`src/hdl/mmf_pkg.sv`:
```
// ----------------------------------------------------------------------------
// mmf_pkg: shared types and codes of the fixed point matrix multiplier
// action codes, the queued command and the size registers
// ----------------------------------------------------------------------------
package mmf_pkg;

   localparam logic [1:0] ACT_WRITE_A = 2'd0;
   localparam logic [1:0] ACT_WRITE_B = 2'd1;
   localparam logic [1:0] ACT_COMPUTE = 2'd2;

   localparam logic [1:0] CSR_ROWS_A     = 2'd0;
   localparam logic [1:0] CSR_INNER_SIZE = 2'd1;
   localparam logic [1:0] CSR_COLS_B     = 2'd2;

   localparam int SIZE_W     = 4;
   localparam int INDEX_W    = 3;
   localparam int ELEM_W     = 16;
   localparam int RESULT_W   = 40;
   localparam int ELEM_EXT_W = 32;
   localparam int PROD_EXT_W = 64;

   typedef struct packed {
      logic [1:0]               action;
      logic [INDEX_W-1:0]       row;
      logic [INDEX_W-1:0]       col;
      logic signed [ELEM_W-1:0] elem;
   } cmd_type;

   typedef struct packed {
      logic [SIZE_W-1:0] rows_a;
      logic [SIZE_W-1:0] inner_size;
      logic [SIZE_W-1:0] cols_b;
   } size_cfg_type;

endpackage

```
`src/hdl/mmf_ram.sv`:
```
// ----------------------------------------------------------------------------
// mmf_ram: generic single write, single read memory
// one write port and one read port with registered read data
// ----------------------------------------------------------------------------
module mmf_ram #(
   parameter int WIDTH = 16,
   parameter int DEPTH = 64
) (
   input  logic                                        clock,
   input  logic                                        wr_en,
   input  logic [((DEPTH > 1) ? $clog2(DEPTH) : 1)-1:0] wr_addr,
   input  logic [WIDTH-1:0]                            wr_data,
   input  logic [((DEPTH > 1) ? $clog2(DEPTH) : 1)-1:0] rd_addr,
   output logic [WIDTH-1:0]                            rd_data
);

   logic [WIDTH-1:0] mem_ff [DEPTH];
   logic [WIDTH-1:0] rd_data_ff;

   always_ff @(posedge clock) begin
      if (wr_en) begin
         mem_ff[wr_addr] <= wr_data;
      end
      rd_data_ff <= mem_ff[rd_addr];
   end

   assign rd_data = rd_data_ff;

endmodule

```
`src/hdl/mmf_front.sv`:
```
// ----------------------------------------------------------------------------
// mmf_front: input side of the matrix multiplier
// accepts items, drops unused codes and out of range writes, and queues the
// rest in a two entry queue for the compute engine
// ----------------------------------------------------------------------------
module mmf_front
   import mmf_pkg::*;
#(
   parameter int MAX_DIM = 8
) (
   input  logic                     clock,
   input  logic                     reset,
   input  logic                     req_valid,
   output logic                     req_ready,
   input  logic [1:0]               req_action,
   input  logic [INDEX_W-1:0]       req_row_index,
   input  logic [INDEX_W-1:0]       req_col_index,
   input  logic signed [ELEM_W-1:0] req_element_value,
   output logic                     cmd_valid,
   output cmd_type                  cmd,
   input  logic                     cmd_pop
);

   cmd_type    q_ff [2];
   logic       wr_ptr_ff, wr_ptr_in;
   logic       rd_ptr_ff, rd_ptr_in;
   logic [1:0] count_ff, count_in;
   logic       keep;
   logic       push;
   logic       pop;
   logic       in_range;

   assign in_range = (32'(req_row_index) < MAX_DIM) && (32'(req_col_index) < MAX_DIM);

   always_comb begin
      case (req_action)
         ACT_WRITE_A: keep = in_range;
         ACT_WRITE_B: keep = in_range;
         ACT_COMPUTE: keep = 1'b1;
         default:     keep = 1'b0;
      endcase
   end

   assign req_ready = (count_ff != 2'd2);
   assign push      = req_valid && req_ready && keep;
   assign pop       = cmd_pop && cmd_valid;
   assign cmd_valid = (count_ff != 2'd0);
   assign cmd       = q_ff[rd_ptr_ff];

   always_comb begin
      wr_ptr_in = push ? ~wr_ptr_ff : wr_ptr_ff;
      rd_ptr_in = pop ? ~rd_ptr_ff : rd_ptr_ff;
      count_in  = count_ff;
      if (push && !pop) begin
         count_in = count_ff + 2'd1;
      end else if (pop && !push) begin
         count_in = count_ff - 2'd1;
      end
   end

   always_ff @(posedge clock) begin
      if (reset) begin
         wr_ptr_ff <= 1'b0;
         rd_ptr_ff <= 1'b0;
         count_ff  <= 2'd0;
      end else begin
         wr_ptr_ff <= wr_ptr_in;
         rd_ptr_ff <= rd_ptr_in;
         count_ff  <= count_in;
      end
   end

   always_ff @(posedge clock) begin
      if (push) begin
         q_ff[wr_ptr_ff] <= '{action: req_action, row: req_row_index,
                              col: req_col_index, elem: req_element_value};
      end
   end

endmodule

```
`src/hdl/mmf_back.sv`:
```
// ----------------------------------------------------------------------------
// mmf_back: compute engine of the matrix multiplier
// writes loaded elements into the A and B memories and runs the
// multiply-accumulate sequence for a product, one result element at a time
// ----------------------------------------------------------------------------
module mmf_back
   import mmf_pkg::*;
#(
   parameter int MAX_DIM    = 8,
   parameter int DATA_WIDTH = 16
) (
   input  logic                       clock,
   input  logic                       reset,
   input  logic                       cmd_valid,
   input  cmd_type                    cmd,
   output logic                       cmd_pop,
   input  size_cfg_type               size_cfg,
   output logic                       rsp_valid,
   input  logic                       rsp_ready,
   output logic [INDEX_W-1:0]         rsp_result_row,
   output logic [INDEX_W-1:0]         rsp_result_col,
   output logic signed [RESULT_W-1:0] rsp_result_value,
   output logic                       rsp_last
);

   localparam int IW = (MAX_DIM > 1) ? $clog2(MAX_DIM) : 1;
   localparam int AW = (MAX_DIM * MAX_DIM > 1) ? $clog2(MAX_DIM * MAX_DIM) : 1;
   localparam int PW = 2 * DATA_WIDTH;

   typedef enum logic [2:0] {
      ST_IDLE  = 3'b001,
      ST_ISSUE = 3'b010,
      ST_WAIT  = 3'b100
   } state_type;

   function automatic logic [IW-1:0] last_index(input logic [SIZE_W-1:0] size);
      logic [IW-1:0] idx;
      if (size == '0) begin
         idx = '0;
      end else if (32'(size) > MAX_DIM) begin
         idx = IW'(MAX_DIM - 1);
      end else begin
         idx = IW'(size - 4'd1);
      end
      return idx;
   endfunction

   state_type state_ff, state_in;
   logic [IW-1:0] r_ff, r_in;
   logic [IW-1:0] c_ff, c_in;
   logic [IW-1:0] j_ff, j_in;
   logic [IW-1:0] nr_last_ff, nr_last_in;
   logic [IW-1:0] nk_last_ff, nk_last_in;
   logic [IW-1:0] nc_last_ff, nc_last_in;

   logic s1_vld_ff, s1_first_ff, s1_last_ff;
   logic s2_vld_ff, s2_first_ff, s2_last_ff;
   logic signed [PW-1:0] s2_prod_ff;
   logic signed [PW-1:0] prod_in;
   logic signed [PROD_EXT_W-1:0] prod_ext;
   logic [RESULT_W-1:0] acc_ff, acc_in;
   logic out_vld_ff, out_vld_in;

   logic issuing;
   logic busy;
   logic elem_last;
   logic proceed;
   logic signed [ELEM_EXT_W-1:0] elem_ext;
   logic [AW-1:0] wr_addr;
   logic [AW-1:0] rd_addr_a;
   logic [AW-1:0] rd_addr_b;
   logic [DATA_WIDTH-1:0] wr_data;
   logic [DATA_WIDTH-1:0] a_data;
   logic [DATA_WIDTH-1:0] b_data;
   logic wr_en_a;
   logic wr_en_b;

   // store side
   assign cmd_pop  = (state_ff == ST_IDLE) && cmd_valid;
   assign elem_ext = ELEM_EXT_W'(cmd.elem);
   assign wr_data  = elem_ext[DATA_WIDTH-1:0];
   assign wr_addr  = AW'(32'(cmd.row) * MAX_DIM + 32'(cmd.col));
   assign wr_en_a  = cmd_pop && (cmd.action == ACT_WRITE_A);
   assign wr_en_b  = cmd_pop && (cmd.action == ACT_WRITE_B);

   assign rd_addr_a = AW'(32'(r_ff) * MAX_DIM + 32'(j_ff));
   assign rd_addr_b = AW'(32'(j_ff) * MAX_DIM + 32'(c_ff));

   mmf_ram #(
      .WIDTH (DATA_WIDTH),
      .DEPTH (MAX_DIM * MAX_DIM)
   ) u_ram_a (
      .clock   (clock),
      .wr_en   (wr_en_a),
      .wr_addr (wr_addr),
      .wr_data (wr_data),
      .rd_addr (rd_addr_a),
      .rd_data (a_data)
   );

   mmf_ram #(
      .WIDTH (DATA_WIDTH),
      .DEPTH (MAX_DIM * MAX_DIM)
   ) u_ram_b (
      .clock   (clock),
      .wr_en   (wr_en_b),
      .wr_addr (wr_addr),
      .wr_data (wr_data),
      .rd_addr (rd_addr_b),
      .rd_data (b_data)
   );

   // sequencer
   assign issuing   = (state_ff == ST_ISSUE);
   assign busy      = s1_vld_ff || s2_vld_ff;
   assign elem_last = (r_ff == nr_last_ff) && (c_ff == nc_last_ff);
   assign proceed   = !busy && (!out_vld_ff || rsp_ready);

   always_comb begin
      state_in   = state_ff;
      r_in       = r_ff;
      c_in       = c_ff;
      j_in       = j_ff;
      nr_last_in = nr_last_ff;
      nk_last_in = nk_last_ff;
      nc_last_in = nc_last_ff;
      case (state_ff)
         ST_IDLE: begin
            if (cmd_pop && (cmd.action == ACT_COMPUTE)) begin
               nr_last_in = last_index(size_cfg.rows_a);
               nk_last_in = last_index(size_cfg.inner_size);
               nc_last_in = last_index(size_cfg.cols_b);
               r_in       = '0;
               c_in       = '0;
               j_in       = '0;
               state_in   = ST_ISSUE;
            end
         end
         ST_ISSUE: begin
            if (j_ff == nk_last_ff) begin
               j_in     = '0;
               state_in = ST_WAIT;
            end else begin
               j_in = j_ff + 1'b1;
            end
         end
         ST_WAIT: begin
            if (proceed) begin
               if (elem_last) begin
                  state_in = ST_IDLE;
               end else begin
                  state_in = ST_ISSUE;
                  if (c_ff == nc_last_ff) begin
                     c_in = '0;
                     r_in = r_ff + 1'b1;
                  end else begin
                     c_in = c_ff + 1'b1;
                  end
               end
            end
         end
         default: begin
            state_in = ST_IDLE;
         end
      endcase
   end

   // multiply and accumulate
   assign prod_in  = $signed(a_data) * $signed(b_data);
   assign prod_ext = PROD_EXT_W'(s2_prod_ff);

   always_comb begin
      acc_in     = acc_ff;
      out_vld_in = out_vld_ff;
      if (rsp_valid && rsp_ready) begin
         out_vld_in = 1'b0;
      end
      if (s2_vld_ff) begin
         acc_in = s2_first_ff ? prod_ext[RESULT_W-1:0] : acc_ff + prod_ext[RESULT_W-1:0];
         if (s2_last_ff) begin
            out_vld_in = 1'b1;
         end
      end
   end

   always_ff @(posedge clock) begin
      if (reset) begin
         state_ff   <= ST_IDLE;
         s1_vld_ff  <= 1'b0;
         s2_vld_ff  <= 1'b0;
         out_vld_ff <= 1'b0;
      end else begin
         state_ff   <= state_in;
         s1_vld_ff  <= issuing;
         s2_vld_ff  <= s1_vld_ff;
         out_vld_ff <= out_vld_in;
      end
   end

   always_ff @(posedge clock) begin
      r_ff        <= r_in;
      c_ff        <= c_in;
      j_ff        <= j_in;
      nr_last_ff  <= nr_last_in;
      nk_last_ff  <= nk_last_in;
      nc_last_ff  <= nc_last_in;
      s1_first_ff <= (j_ff == '0);
      s1_last_ff  <= (j_ff == nk_last_ff);
      s2_first_ff <= s1_first_ff;
      s2_last_ff  <= s1_last_ff;
      s2_prod_ff  <= prod_in;
      acc_ff      <= acc_in;
   end

   assign rsp_valid        = out_vld_ff;
   assign rsp_result_row   = INDEX_W'(r_ff);
   assign rsp_result_col   = INDEX_W'(c_ff);
   assign rsp_result_value = $signed(acc_ff);
   assign rsp_last         = elem_last;

   // a finished sum never lands on a result still waiting
   a_no_overwrite: assert property (@(posedge clock) disable iff (reset)
      s2_vld_ff && s2_last_ff |-> !out_vld_ff)
      else $error("result register overwritten");

   // loads cannot reach the memories while a product is in flight
   a_pipe_not_idle: assert property (@(posedge clock) disable iff (reset)
      busy |-> state_ff != ST_IDLE)
      else $error("pipeline busy while idle");

   a_inner_bound: assert property (@(posedge clock) disable iff (reset)
      issuing |-> j_ff <= nk_last_ff)
      else $error("inner index past size");

   a_last_ends: assert property (@(posedge clock) disable iff (reset)
      rsp_valid && rsp_ready && rsp_last |=> state_ff == ST_IDLE)
      else $error("product continues after last transfer");

endmodule

```
`src/hdl/matrix_multiply_fixed.sv`:
```
// ----------------------------------------------------------------------------
// matrix_multiply_fixed: dense fixed point matrix multiply
// Q4.12 elements of A and B are loaded one per transfer; a compute transfer
// streams the Q16.24 product elements in row-major order.
//
// req channel: action 0 writes A[row][col], 1 writes B[row][col], 2 computes.
// Loads stream back to back through a two entry queue. A compute transfer
// blocks later items in the queue until its last result transfer. Each
// result element is built by the single shared multiply-accumulate path
// (memory read, multiply, accumulate), one element at a time.
// rsp channel: one result per transfer, last marks the final element; a
// stalled result holds in the output register and the engine waits for it.
// csr port: rows_a, inner_size and cols_b, written while no product is
// pending; a size of zero acts as one, above MAX_DIM as MAX_DIM.
// Reset sets all sizes to 8 and empties the queue; the memories are not
// cleared and read as unknown until written.
// ----------------------------------------------------------------------------
module matrix_multiply_fixed
   import mmf_pkg::*;
#(
   parameter int MAX_DIM    = 8,
   parameter int DATA_WIDTH = 16
) (
   input  logic                       clock,
   input  logic                       reset,
   input  logic                       req_valid,
   output logic                       req_ready,
   input  logic [1:0]                 req_action,
   input  logic [INDEX_W-1:0]         req_row_index,
   input  logic [INDEX_W-1:0]         req_col_index,
   input  logic signed [ELEM_W-1:0]   req_element_value,
   output logic                       rsp_valid,
   input  logic                       rsp_ready,
   output logic [INDEX_W-1:0]         rsp_result_row,
   output logic [INDEX_W-1:0]         rsp_result_col,
   output logic signed [RESULT_W-1:0] rsp_result_value,
   output logic                       rsp_last,
   input  logic                       csr_write_enable,
   input  logic [1:0]                 csr_index,
   input  logic [SIZE_W-1:0]          csr_write_data
);

   size_cfg_type size_cfg_ff, size_cfg_in;
   cmd_type      cmd;
   logic         cmd_valid;
   logic         cmd_pop;

   always_comb begin
      size_cfg_in = size_cfg_ff;
      if (csr_write_enable) begin
         case (csr_index)
            CSR_ROWS_A:     size_cfg_in.rows_a     = csr_write_data;
            CSR_INNER_SIZE: size_cfg_in.inner_size = csr_write_data;
            CSR_COLS_B:     size_cfg_in.cols_b     = csr_write_data;
            default:        size_cfg_in = size_cfg_ff;
         endcase
      end
   end

   always_ff @(posedge clock) begin
      if (reset) begin
         size_cfg_ff <= '{rows_a: 4'd8, inner_size: 4'd8, cols_b: 4'd8};
      end else begin
         size_cfg_ff <= size_cfg_in;
      end
   end

   mmf_front #(
      .MAX_DIM (MAX_DIM)
   ) u_front (
      .clock             (clock),
      .reset             (reset),
      .req_valid         (req_valid),
      .req_ready         (req_ready),
      .req_action        (req_action),
      .req_row_index     (req_row_index),
      .req_col_index     (req_col_index),
      .req_element_value (req_element_value),
      .cmd_valid         (cmd_valid),
      .cmd               (cmd),
      .cmd_pop           (cmd_pop)
   );

   mmf_back #(
      .MAX_DIM    (MAX_DIM),
      .DATA_WIDTH (DATA_WIDTH)
   ) u_back (
      .clock            (clock),
      .reset            (reset),
      .cmd_valid        (cmd_valid),
      .cmd              (cmd),
      .cmd_pop          (cmd_pop),
      .size_cfg         (size_cfg_ff),
      .rsp_valid        (rsp_valid),
      .rsp_ready        (rsp_ready),
      .rsp_result_row   (rsp_result_row),
      .rsp_result_col   (rsp_result_col),
      .rsp_result_value (rsp_result_value),
      .rsp_last         (rsp_last)
   );

endmodule
```
`config.mk`:
```
export PLATFORM = sky130hd
export DESIGN_NAME = matrix_multiply_fixed
export DESIGN_NICKNAME = d
export VERILOG_FILES = /design/src/hdl/mmf_pkg.sv /design/src/hdl/mmf_ram.sv /design/src/hdl/mmf_front.sv /design/src/hdl/mmf_back.sv /design/src/hdl/matrix_multiply_fixed.sv
export SDC_FILE = /design/constraint.sdc
export NUM_CORES = 2
export LEC_CHECK = 0
export BUFFER_PORTS_ARGS = -buffer_cell sky130_fd_sc_hd__buf_2
export CAP_MARGIN = 40
export CORE_UTILIZATION = 63
export DETAILED_ROUTE_END_ITERATION = 10
export GPL_TIMING_DRIVEN = 0
export PLACE_DENSITY_LB_ADDON = 0.1
export SYNTH_ARGS = -nofsm -noshare
export SYNTH_HDL_FRONTEND = slang
export SYNTH_SLANG_ARGS = --single-unit
```
`constraint.sdc`:
```
create_clock -name clock -period 7.95 [get_ports clock]
set_input_delay 0.795 -clock clock [delete_from_list [all_inputs] [get_ports clock]]
set_output_delay 0.795 -clock clock [all_outputs]
set_load 0.1 [all_outputs]
```
==> results.py <==
metrics = {
    "global_routing": {
        "grt_first_pass_wirelength_um": 351000,
        "grt_max_degree": 129,
        "grt_usage_pct": 31.7,
        "overflow": 0,
        "antenna_found_initial": 15,
        "grt_pass1_vias": 50100,
    },
    "cells_and_area": {
        "final_cell_mix": "2,154 x edfxtp_1, 672 x mux4_2, 330 x inv_1",
        "nets": 5838,
        "drive_gt1_share_pct": 26.8,
        "fill_cells": 8852,
        "area_growth_pct": 13.8,
        "final_common_cell": "edfxtp_1",
    },
    "worst_setup_path": {
        "cp-startpoint": "u_back.u_ram_b.rd_data[3]",
        "critPathKind": "register to register",
        "setup.worst_path.start_class": "register",
        "crit_fanout": 10,
        "worst_setup_path_end_kind": "register",
        "r2r-start": "u_back.u_ram_b.rd_data[3]",
        "cp.arrival_ns": 7.80,
        "critPathRequiredTime_ns": 8.66,
    },
    "drt": {
        "post-route-drc-count": 0,
        "wire_per_inst_um": 31.7,
        "num_vias": 50100,
        "drtIter0Drc": 6036,
        "dr.pass1.iters": 8,
        "routed_wl_um": 242000,
        "drtAntennaViolNets": 0,
        "via_per_inst": 6.57,
    },
    "place": {
        "hpwl_um": 162000,
        "io_buffers": 82,
        "gp_congestion": 0.908,
    },
    "min_path": {
        "min-delay-start": "req_element_value[8]",
        "hp-class": "input port to register",
    },
    "sta": {
        "fmax_mhz": 141,
        "period_share_pct": 89.1,
        "slew_viol_final": 0,
        "finClkSkew_ns": 0.0808,
        "final-hold-violation-count": 0,
        "setup_violations": 0,
        "rsz0062_at_grt": "false",
        "finalSetupTns_ns": 0,
        "worst_pin_slew_ns": 0.956,
        "max-slew-margin-rel_pct": 36.1,
        "min_period_ns": 7.09,
    },
    "synthesis": {
        "synthAdderAreaFrac_pct": 7.10,
        "yosys_warnings": 0,
        "synth_top_family_by_area": "multiplexers",
        "syn_nets": 5348,
        "yosysUniqueCellTypes": 76,
        "synth_mux_area_share_pct": 16.0,
        "synthXorXnorAreaFrac_pct": 0.696,
        "ys.flop_type": "edfxtp_1",
        "synth_compound_area_share_pct": 1.84,
        "ys_async_sr_fraction_pct": 0,
        "seq_area_frac_synth_pct": 68.7,
        "syn_area_um2": 96800,
        "yosys.area_share.simple_pct": 3.31,
        "ys_ff_latch": 2245,
        "synth_edf_count": 2154,
        "synth_area_per_cell_um2": 19.7,
        "syn_inst": 4921,
    },
    "die": {
        "coreArea_um2": 152000,
        "die_y_um": 394,
        "initial_core_util_pct": 63.6,
        "num_rows": 143,
        "dieArea_um2": 155000,
        "die_w_um": 394,
        "ios": 84,
    },
    "cts": {
        "cts.repair.resized": 0,
        "hold_buffers": 0,
        "clock-sinks": 2245,
        "cts_tree": "yes",
        "cts-buffers-inserted": 217,
        "postCtsSetupRepairBufs": 0,
        "clkTransAtPathRegs_ns": 0.07,
        "clk_latency_ns": 0.85,
        "h-tree-depth": 4,
        "cts_max_path_buffers": 3,
        "root_buffer": "clkbuf_16",
    },
    "status": {
        "outcome": "finished clean",
    },
    "job": {
        "maxCapViolCount": 0,
    },
}
## cells in the mapped netlist (11+ instances only)
library cell | count | area, um2
inv_1 | 330 | 1240
nand2b_1 | 17 | 106
xor2_1 | 25 | 219
fa_1 | 263 | 5270
ha_1 | 129 | 1610
buf_1 | 31 | 116
nor2b_1 | 11 | 68.8
a21o_1 | 31 | 233
nand3_1 | 22 | 110
o21ai_0 | 66 | 330
edfxtp_1 | 2154 | 64700
nor2_1 | 204 | 766
mux4_2 | 672 | 15100
xnor2_1 | 52 | 455
mux2i_1 | 12 | 120
buf_2 | 53 | 265
and2_1 | 135 | 845
clkbuf_1 | 112 | 420
buf_6 | 14 | 158
dfxtp_1 | 91 | 1820
nand2_1 | 227 | 852
mux2_2 | 21 | 236
a21oi_1 | 66 | 330
nor3_1 | 16 | 80.1
## through the flow
stage               utilization [%]  area, um2  cells  setup slack (ns)  hold WS (ns)
global placement               65.5      99800   7033             0.892         0.312
detailed placement             67.6     103000   7215             0.855         0.316
floorplan                         -      96800   4921              1.98         0.310
global route                   72.4     110000   7626             0.569         0.109
CTS                            72.3     110000   7619             0.836        0.0892
finish                         72.4     110000   7629             0.863         0.136
## layout make-up
cell class              count  area (um2)  share of cell area [%]
clock inverters           130        1310                    1.19
flip-flops and latches   2245       66500                    60.3
well taps                2030        2540                    2.30
clock buffers             274        5760                    5.23
multi-input cells        2125       28500                    25.9
repair buffers            271        3300                    3.00
inverters                 330        1240                    1.12
plain buffers             221        1060                   0.963
diodes                      3        7.51                 0.00681
## worst paths after layout
path                                               to  depth (start not counted)  slack (ns)
worst max-delay path            u_back.s2_prod_ff[31]                         17        0.86
worst min-delay path               u_front.q_ff[1][8]                          1        0.14
worst max register to register  u_back.s2_prod_ff[31]                         17        0.86
worst min register to register     u_back.s2_first_ff                          0        0.33
## critical path: stages, from the launching register on
cell	delay [ns]
dfxtp_1	0.52
clkbuf_1	0.49
and2_1	0.22
fa_1	0.55
fa_1	0.81
fa_1	0.51
fa_1	0.54
fa_1	0.50
inv_1	0.05
fa_1	0.47
inv_1	0.04
ha_1	0.37
nand3_1	0.23
o311ai_0	0.73
o41ai_2	0.22
o2111ai_1	0.27
a21oi_1	0.11
xnor2_1	0.29
## layer usage
| layer | vias to the layer above | track usage, % | share of wire (%) |
|---|---|---|---|
| met2 | 2972 | 49.2 | 48 |
| met3 | 434 | 7.46 | 11 |
| li1 | 20400 | - | - |
| met1 | 26300 | 45.5 | 38 |
| met4 | 14 | 9.85 | 3.3 |
| met5 | - | 0 | 0.043 |
## flip-flops by register name, summed over array words and instances, names as in the netlist, 12 cells and up, named ones only
| signal | flops |
|---|---|
| u_back.u_ram_a.mem_ff | 1024 |
| u_back.u_ram_b.mem_ff | 1024 |
| u_front.q_ff | 48 |
| u_back.rsp_result_value | 40 |
| u_back.s2_prod_ff | 32 |
| u_back.u_ram_a.rd_data | 16 |
| u_back.u_ram_b.rd_data | 16 |
| size_cfg_ff | 12 |
## cell families after synthesis
family                     count (synthesis)
muxes                                    705
AOI/OAI and AO/OA                        266
and+or+nand+nor                          685
buffers and inverters                    551
xor gates and xnor gates                  77
DFF                                     2245
adders and majority gates                392
Power is left out: the tool's default activity adds up to more than one toggle a clock period on the data nets, which glitch-free logic cannot reach.
